`config.mk`:
```
export PLATFORM = sky130hd
export DESIGN_NAME = membership_list_add_remove
export DESIGN_NICKNAME = d
export VERILOG_FILES = /design/src/hw/rtl/mla_pkg.sv /design/src/hw/rtl/mla_cell.sv /design/src/hw/rtl/mla_encode.sv /design/src/hw/rtl/membership_list_add_remove.sv
export SDC_FILE = /design/constraint.sdc
export NUM_CORES = 2
export LEC_CHECK = 0
export ABC_AREA = 1
export BUFFER_PORTS_ARGS = -buffer_cell sky130_fd_sc_hd__buf_4
export CORE_ASPECT_RATIO = 1.2
export CORE_UTILIZATION = 45
export DETAILED_ROUTE_END_ITERATION = 10
export PLACE_DENSITY = 0.57
export SLEW_MARGIN = 25
export SYNTH_ARGS = -nofsm -noshare
export SYNTH_HDL_FRONTEND = slang
export SYNTH_SLANG_ARGS = --single-unit
```
`constraint.sdc`:
```
create_clock -name clk -period 8.4 [get_ports clk]
set_input_delay 1.68 -clock clk [delete_from_list [all_inputs] [get_ports clk]]
set_output_delay 1.68 -clock clk [all_outputs]
set_load 0.05 [all_outputs]
```
`src/hw/rtl/mla_pkg.sv`:
```
package mla_pkg;

	localparam int CAPACITY = 64;
	localparam int KEY_BITS = 32;
	localparam int IDX_W    = $clog2(CAPACITY);
	localparam int CNT_W    = $clog2(CAPACITY + 1);

	typedef logic [KEY_BITS-1:0] key_t;
	typedef logic [IDX_W-1:0]    idx_t;
	typedef logic [CNT_W-1:0]    cnt_t;

	typedef enum logic [1:0] {
		OP_QUERY  = 2'd0,
		OP_ADD    = 2'd1,
		OP_REMOVE = 2'd2,
		OP_CLEAR  = 2'd3
	} op_t;

	typedef enum logic [2:0] {
		ST_OK       = 3'd0,
		ST_PRESENT  = 3'd1,
		ST_ABSENT   = 3'd2,
		ST_FULL     = 3'd3,
		ST_DISABLED = 3'd4
	} status_t;

	// per-cell write control from the sequencer
	typedef struct packed {
		logic load;   // take the broadcast key (append)
		logic shift;  // take the upper neighbor's key (compaction)
	} cell_ctl_t;

endpackage

```
`src/hw/rtl/mla_cell.sv`:
```
// One list slot: stores a key, registers a match against the broadcast key,
// and can take its upper neighbor's key when the list closes a gap.
module mla_cell (
	input  logic                clk,
	input  logic                arst_n,
	input  logic                cmp_en,
	input  mla_pkg::key_t       cmp_key,
	input  logic                valid,
	input  mla_pkg::cell_ctl_t  ctl,
	input  mla_pkg::key_t       load_key,
	input  mla_pkg::key_t       next_key,
	output mla_pkg::key_t       key,
	output logic                hit
);

	mla_pkg::key_t key_q;
	logic          hit_q;

	always_ff @(posedge clk or negedge arst_n) begin
		if (!arst_n) begin
			hit_q <= 1'b0;
		end else if (cmp_en) begin
			hit_q <= valid && (key_q == cmp_key);
		end
	end

	always_ff @(posedge clk) begin
		if (ctl.load) begin
			key_q <= load_key;
		end else if (ctl.shift) begin
			key_q <= next_key;
		end
	end

	assign key = key_q;
	assign hit = hit_q;

endmodule

```
`src/hw/rtl/mla_encode.sv`:
```
// Match vector to index. Keys in the valid range are distinct, so at most
// one bit is set and an OR of the indices is enough.
module mla_encode (
	input  logic [mla_pkg::CAPACITY-1:0] hit,
	output logic                         any,
	output mla_pkg::idx_t                idx
);

	always_comb begin
		idx = '0;
		for (int i = 0; i < mla_pkg::CAPACITY; i++) begin
			if (hit[i]) begin
				idx = idx | mla_pkg::IDX_W'(i);
			end
		end
	end

	assign any = |hit;

endmodule

```
`src/hw/rtl/membership_list_add_remove.sv`:
```
// Channel   | Signals                                         | Dir | Handshake
// ----------+-------------------------------------------------+-----+---------------------
// op        | start, opcode[1:0], node_key[31:0], busy        | in  | start && !busy
// result    | done, status[2:0], found, position[5:0],        | out | done, one cycle,
//           | entry_count[6:0]                                |     | cannot be held off
// config    | cfg_we, cfg_wdata                               | in  | cfg_we
//
// A new item is accepted in the cycle the result strobe is shown, so the
// block takes no new item before it is through with the last one. The
// three steps are: all cells compare the key at the accept edge, the match
// vector is encoded to an index, then cells load/shift and the result is
// registered. The index must be settled before cells can decide whether
// they sit above the removed slot, which sets the length.
// Reset (arst_n low) empties the list and sets enable_q; key storage is
// not cleared, only slots below the count are ever compared.
// busy is high from acceptance until the result edge; results are never
// stalled.
module membership_list_add_remove (
	input  logic        clk,
	input  logic        arst_n,
	// op channel
	input  logic        start,
	input  logic [1:0]  opcode,
	input  logic [31:0] node_key,
	output logic        busy,
	// result channel
	output logic        done,
	output logic [2:0]  status,
	output logic        found,
	output logic [5:0]  position,
	output logic [6:0]  entry_count,
	// config
	input  logic        cfg_we,
	input  logic        cfg_wdata
);

	localparam int CAP = mla_pkg::CAPACITY;

	typedef enum logic [1:0] {
		S_IDLE,
		S_ENC,
		S_APP
	} state_t;

	state_t              state_q;
	logic                enable_q;
	mla_pkg::cnt_t       count_q;
	mla_pkg::op_t        op_q;
	mla_pkg::key_t       key_q;
	logic                found_q;
	mla_pkg::idx_t       idx_q;

	logic                done_q;
	mla_pkg::status_t    status_q;
	logic                found_out_q;
	mla_pkg::idx_t       pos_q;
	mla_pkg::cnt_t       cnt_out_q;

	logic                accept;
	mla_pkg::key_t       in_key;
	logic [CAP-1:0]      hit;
	logic [CAP-1:0]      valid;
	mla_pkg::key_t       cell_key [CAP];
	mla_pkg::cell_ctl_t  ctl [CAP];
	logic                enc_any;
	mla_pkg::idx_t       enc_idx;

	logic                full;
	logic                add_go;
	logic                rem_go;

	assign busy   = (state_q != S_IDLE);
	assign accept = start && !busy;
	assign in_key = mla_pkg::key_t'(node_key);

	assign full   = (count_q >= mla_pkg::CNT_W'(CAP));
	// a hit implies a non-empty list, hits are masked by the valid range
	assign add_go = (state_q == S_APP) && enable_q && (op_q == mla_pkg::OP_ADD)
			&& !found_q && !full;
	assign rem_go = (state_q == S_APP) && enable_q && (op_q == mla_pkg::OP_REMOVE)
			&& found_q;

	// ---- row of cells ----
	for (genvar g = 0; g < CAP; g++) begin : g_cell
		assign valid[g]     = (mla_pkg::CNT_W'(g) < count_q);
		// append goes to the slot at the current count
		assign ctl[g].load  = add_go && (count_q == mla_pkg::CNT_W'(g));
		// every slot at or above the removed one takes its neighbor's key;
		// what lands beyond the new count is never compared
		assign ctl[g].shift = rem_go && (mla_pkg::IDX_W'(g) >= idx_q);

		mla_cell u_cell (
			.clk      (clk),
			.arst_n   (arst_n),
			.cmp_en   (accept),
			.cmp_key  (in_key),
			.valid    (valid[g]),
			.ctl      (ctl[g]),
			.load_key (key_q),
			.next_key (cell_key[(g + 1 < CAP) ? g + 1 : g]),
			.key      (cell_key[g]),
			.hit      (hit[g])
		);
	end

	mla_encode u_enc (
		.hit (hit),
		.any (enc_any),
		.idx (enc_idx)
	);

	// ---- config register ----
	always_ff @(posedge clk or negedge arst_n) begin
		if (!arst_n) begin
			enable_q <= 1'b1;
		end else if (cfg_we) begin
			enable_q <= cfg_wdata;
		end
	end

	// ---- captured item, not reset ----
	always_ff @(posedge clk) begin
		if (accept) begin
			op_q  <= mla_pkg::op_t'(opcode);
			key_q <= in_key;
		end
		if (state_q == S_ENC) begin
			found_q <= enc_any;
			idx_q   <= enc_idx;
		end
	end

	// ---- sequencer, count and registered result ----
	always_ff @(posedge clk or negedge arst_n) begin
		if (!arst_n) begin
			state_q     <= S_IDLE;
			count_q     <= '0;
			done_q      <= 1'b0;
			status_q    <= mla_pkg::ST_OK;
			found_out_q <= 1'b0;
			pos_q       <= '0;
			cnt_out_q   <= '0;
		end else begin
			done_q <= 1'b0;
			unique case (state_q)
				S_IDLE: begin
					if (accept) begin
						state_q <= S_ENC;
					end
				end
				S_ENC: begin
					state_q <= S_APP;
				end
				S_APP: begin
					state_q     <= S_IDLE;
					done_q      <= 1'b1;
					status_q    <= mla_pkg::ST_OK;
					found_out_q <= 1'b0;
					pos_q       <= '0;
					cnt_out_q   <= count_q;
					if (!enable_q) begin
						status_q <= mla_pkg::ST_DISABLED;
					end else begin
						unique case (op_q)
							mla_pkg::OP_QUERY: begin
								if (found_q) begin
									found_out_q <= 1'b1;
									pos_q       <= idx_q;
								end else begin
									status_q <= mla_pkg::ST_ABSENT;
								end
							end
							mla_pkg::OP_ADD: begin
								if (found_q) begin
									status_q    <= mla_pkg::ST_PRESENT;
									found_out_q <= 1'b1;
									pos_q       <= idx_q;
								end else if (full) begin
									status_q <= mla_pkg::ST_FULL;
								end else begin
									pos_q     <= mla_pkg::IDX_W'(count_q);
									count_q   <= count_q + mla_pkg::CNT_W'(1);
									cnt_out_q <= count_q + mla_pkg::CNT_W'(1);
								end
							end
							mla_pkg::OP_REMOVE: begin
								if (found_q) begin
									found_out_q <= 1'b1;
									pos_q       <= idx_q;
									count_q     <= count_q - mla_pkg::CNT_W'(1);
									cnt_out_q   <= count_q - mla_pkg::CNT_W'(1);
								end else begin
									status_q <= mla_pkg::ST_ABSENT;
								end
							end
							mla_pkg::OP_CLEAR: begin
								count_q   <= '0;
								cnt_out_q <= '0;
							end
							default: begin
								status_q <= mla_pkg::ST_OK;
							end
						endcase
					end
				end
				default: begin
					state_q <= S_IDLE;
				end
			endcase
		end
	end

	assign done        = done_q;
	assign status      = 3'(status_q);
	assign found       = found_out_q;
	assign position    = 6'(pos_q);
	assign entry_count = 7'(cnt_out_q);

endmodule

```
* After elaboration in Yosys (flattened, before gate mapping)
Index checks and enable logic that the tools add are counted.
** Word-level totals
- Register bits :: 2174
- Output and inout port bits :: 19
- Word-level logic and storage cells :: 1013
** Cells by class
- $add $sub $neg :: 2
- Magnitude comparators :: 128
- Equality and inequality tests :: 138
- Multiplexer cells :: 326
- Reductions and logical operators :: 275
** Operators with widths (number)
- $mux W32 :: 190
- $eq A32 B32 Y1 :: 64
- $eq A7 B6 Y1 const B :: 32
- $lt A6 B7 Y1 const A :: 32
- $logic_and A1 B1 Y1 :: 198
- $ge A6 B6 Y1 const A :: 31
- $reduce_bool A2 Y1 :: 64
- $mux W6 :: 20
- $mux W7 :: 17
- $eq A7 B5 Y1 const B :: 16
- $lt A5 B7 Y1 const A :: 16
- $ge A5 B6 Y1 const A :: 16
- $mux W3 :: 30
- $mux W5 :: 16
- $mux W4 :: 16
- $reduce_or A64 Y1 :: 1
- $eq A7 B4 Y1 const B :: 8
- $lt A4 B7 Y1 const A :: 8
- $ge A4 B6 Y1 const A :: 8
- $reduce_or A32 Y1 :: 1
- $eq A7 B3 Y1 const B :: 4
- $lt A3 B7 Y1 const A :: 4
- $ge A3 B6 Y1 const A :: 4
- $mux W2 :: 12
- other kinds (28) :: 61

* Logic depth before layout (Yosys ltp)
- Depth in word-level cells :: 57
- Depth in mapped cells :: 14

* Hierarchy
A second synthesis with hierarchy kept.
** Second synthesis, totals
- Cells, all modules :: 17783
- Area, all modules :: 130078.5 um^2
** Modules (own cells, without submodules)
- mla_cell :: times used 64, cells an instance 267, area each 1960.6 um^2, sequential area each 985.9 um^2
- membership_list_add_remove :: times used 1, cells an instance 583, area each 4127.7 um^2, sequential area each 1757.9 um^2
- mla_encode :: times used 1, cells an instance 112, area each 470.5 um^2, sequential area each 0.0 um^2

* Worst setup path after synthesis
OpenSTA, ideal clock, no wires.
- Kind :: flip-flop to flip-flop
- Start :: register entry_count[0] (netlist name)
- End :: register g_cell[63].u_cell.key_q[0], enable pin
- Library setup time :: 0.461 ns
- Data arrival time :: 3.877 ns
- Required time :: 7.939 ns
- Setup slack :: 4.062 ns
- Cell stages (with the launch flop) :: 6
- Clock period less this slack :: 4.338 ns
- Cell sequence :: dfrtp_1 > clkbuf_1 > inv_1 > nor2_1 > inv_1 > nor3_1
** RTL lines
- end signal: assignment :: line mla_cell.sv:29 : key_q <= load_key;
- end signal: assignment :: line mla_cell.sv:31 : key_q <= next_key;
- end: declaration :: line mla_cell.sv:16 : mla_pkg::key_t key_q;

==> metrics.cfg <==
[global_route]
gr-usage-all-layers=0.403
grt_pass1_vias=96200
grt_overflow=0
grt_pass1_wl_microns=752000
antenna_found_initial=58
grt_start_max_net_pins=66

[clock_tree]
h-tree-depth=4
cts_buffers=241
clk_path_buf_depth=4
path_clk_slew_ns=0.06
worstSkewPairLatency_ns=0.96
cts-resized-gates=0
numClockSinks=2174
ctsHoldBuffers=0
cts_tree=done
cts_setup_buffers=0
cts_root_buffer=clkbuf_16

[sta]
rsz0062_at_grt=no
post-route-period-util=0.525
fmax_mhz=227
relSlewSlack=0.168
clock_skew_ns=0.0719
final_max_slew_viol_count=0
hold_violations=0
fin_crit_ns=4.41
setup_tns_ns=0
holdWs_ns=0.477
setup_viol=0
worst_slew_pin_slew_ns=1.25

[finish]
seqCellArea_sq_mm=0.0649
fillers=24800
nets=13600
area_growth_pct=10.2
final_cells=17400
multi_input_area_sq_mm=0.0480
drive_gt1_frac=0.0635
fin_area_sq_mm=0.132

[pwr]
power_density_mw_per_mm2=204
p_leak_uw=0.0544
vdd_drop_max_mv=0.179

[yosys]
syn_inst=14000
synth_nets=14000
syn_area_sq_mm=0.120
avgSynthCellArea_sq_um=8.54
synth_edf_count=2089
synth_ff_type=edfxtp_1
synth_seq_cells=2174
synth.distinct_cells=43
ys_seq_area_frac=0.543
async_flop_share=0.0391
yosysWarnings=0

[route]
num_vias=103000
postRouteWirelength_microns=550000
drc=0
ant_nets=0
drt_iter0_drc=14300
drt_pass1_iterations=7
avgRoutedWirePerCell_microns=31.6
viasPerCell=5.92

[worst_setup_path]
critical_path.most_common_cell=inv_1
cp_max_fo=65
cp-startpoint=entry_count[0]$_DFFE_PN0P_
cp_slowest_cell=nor2_1
max_stage_delay_ns=0.75
crit_chain=inv_1, ha_1, inv_1, nor2_1, nand3_4, nand2_1, buf_4
cp-start-kind=flop
endpoint_kind=flop
crit_family=simple AND/OR/NAND/NOR gates
cp.arrival_ns=4.97
path_buf_inv=3
crit_required_ns=8.97
r2r_start=entry_count[0]$_DFFE_PN0P_
setup.worst_path.class=reg -> reg

[floorplanning]
num_rows=206
die_y_microns=567
dieWidth_microns=472
num_io_pins=58
dieArea_sq_mm=0.268
core_sq_mm=0.263
initial_core_util=0.454

[placed_design]
dp.cells=16900
dpl_cell_area_sq_mm=0.123
place_congestion=1.08
port_buffers=57
hpwl_microns=361000

[worst_hold_path]
min-delay-start=found$_DFFE_PN0P_
hold_path_class=reg -> reg

[status]
outcome=finished, final reports clean

[run]
cap_violations=0

-- flip-flops by register name, summed over array words and instances, names as in the netlist --
| signal | cells |
|---|---|
| done | 1 |
| enable_q | 1 |
| entry_count | 7 |
| found | 1 |
| found_q | 1 |
| g_cell.u_cell.hit | 64 |
| g_cell.u_cell.key | 2048 |
| idx_q | 6 |
| key_q | 32 |
| op_q | 2 |
| position | 6 |
| state_q | 2 |
| status | 3 |
-- cell type report --
type,instances,share of cell area
flip-flops and latches,2174,0.493
multi-input cells,9965,0.364
clock buffers,306,0.0491
well taps,3536,0.0336
inverters,895,0.0262
repair buffers,327,0.0208
clock inverters,136,0.0124
diodes,46,0.000874
-- worst reg2reg max path, delay by kind of cell, from the launching register on --
family	cells	cell delay, ns
adder cells (fa/ha/maj)	1	0.53
flip-flops	1	0.64
buffers and inverters	3	1.00
AND/OR/NAND/NOR	3	1.86
-- layout by cell type (no fill, tap or decap), drive strengths merged, types with 2 or more instances in the layout --
cell / instances
a21oi: 18
a22oi: 2
a31oi: 2
buf: 327
bufinv: 37
clkbuf: 306
clkinv: 99
clkinvlp: 8
dfrtp: 84
diode: 46
edfxtp: 2089
ha: 6
inv: 887
nand2: 5126
nand3: 225
nand3b: 5
nand4: 119
nor2: 941
nor3: 22
nor4: 9
o211ai: 9
o21ai: 2128
o22ai: 11
o31ai: 3
or2: 45
xnor2: 1058
xor2: 229
-- report_power, final --
group / total (uW) / leakage, uW / switching (uW) / internal [uW]
sequential: 12000 / 0.0200 / 159 / 11800
clock: 11300 / 0.00395 / 4730 / 6540
combinational: 3610 / 0.0304 / 2970 / 642
-- layer usage --
| metal | share of wire | vias to the layer above | track usage |
|---|---|---|---|
| li1 | - | 44600 | - |
| met5 | 0.00012 | - | 0 |
| met3 | 0.11 | 1934 | 0.0877 |
| met1 | 0.36 | 49600 | 0.488 |
| met2 | 0.44 | 6816 | 0.619 |
| met4 | 0.097 | 10 | 0.327 |
-- worst paths after layout --
path / to / slack [ns] / cells after the start
max: g_cell[22].u_cell.key[26]$_DFFE_PP_ / 3.99 / 7
min: found$_DFFE_PN0P_ / 0.48 / 2
max reg2reg: g_cell[22].u_cell.key[26]$_DFFE_PP_ / 3.99 / 7
min reg2reg: found$_DFFE_PN0P_ / 0.48 / 2
max in group asynchronous: g_cell[25].u_cell.hit$_DFFE_PN0P_ / 5.34 / 3
min in group asynchronous: g_cell[1].u_cell.hit$_DFFE_PN0P_ / 0.68 / 1
-- synth_stat cells, types with 2 or more instances --
| cell type | number | area, sq um |
|---|---|---|
| xor2_1 | 229 | 2010 |
| nor4_1 | 9 | 56.3 |
| inv_1 | 879 | 3300 |
| or2_2 | 45 | 282 |
| buf_1 | 112 | 420 |
| o22ai_1 | 11 | 68.8 |
| buf_2 | 135 | 676 |
| nand3_1 | 222 | 1110 |
| o211ai_1 | 9 | 67.6 |
| a21oi_1 | 18 | 90.1 |
| dfrtp_1 | 84 | 2100 |
| o21ai_0 | 1908 | 9550 |
| nand2_1 | 5125 | 19200 |
| nand3_2 | 2 | 20.0 |
| xnor2_1 | 1058 | 9270 |
| a31oi_1 | 2 | 12.5 |
| edfxtp_1 | 2089 | 62700 |
| clkinv_1 | 7 | 26.3 |
| clkbuf_1 | 705 | 2650 |
| inv_2 | 8 | 30.0 |
| buf_6 | 3 | 33.8 |
| nor2_2 | 2 | 12.5 |
| o21ai_1 | 220 | 1100 |
| ha_1 | 6 | 75.1 |
| nor3_1 | 22 | 110 |
| nor2_1 | 938 | 3520 |
| nand4_1 | 119 | 744 |
| a22oi_1 | 2 | 15.0 |
| o31ai_1 | 3 | 22.5 |
| nand3b_1 | 5 | 37.5 |
-- through the flow --
step | utilization | setup WS, ns | power [uW]
2_1_floorplan | - | 4.06 | 13600
3_3_place_gp | 0.468 | 3.79 | 15600
3_5_place_dp | 0.468 | 4.01 | 15600
4_1_cts | 0.499 | 4.03 | 26700
5_1_grt | 0.500 | 3.93 | 27200
6_report | 0.500 | 3.99 | 26900
-- kinds of logic (layout without fill, tap and decap cells) --
logic type	Yosys count	after routing	synth area share
AND/OR/NAND/NOR	6494	6494	0.211
XOR/XNOR	1287	1287	0.0943
flip-flops	2174	2174	0.543
other	0	46	0
multiplexers	1	1	0.0000942
buffers and inverters	1851	1664	0.0598
adder cells (fa/ha/maj)	6	6	0.000628
AO/OA/AOI/OAI	2177	2177	0.0917
Power figures use the tool's default switching activity.
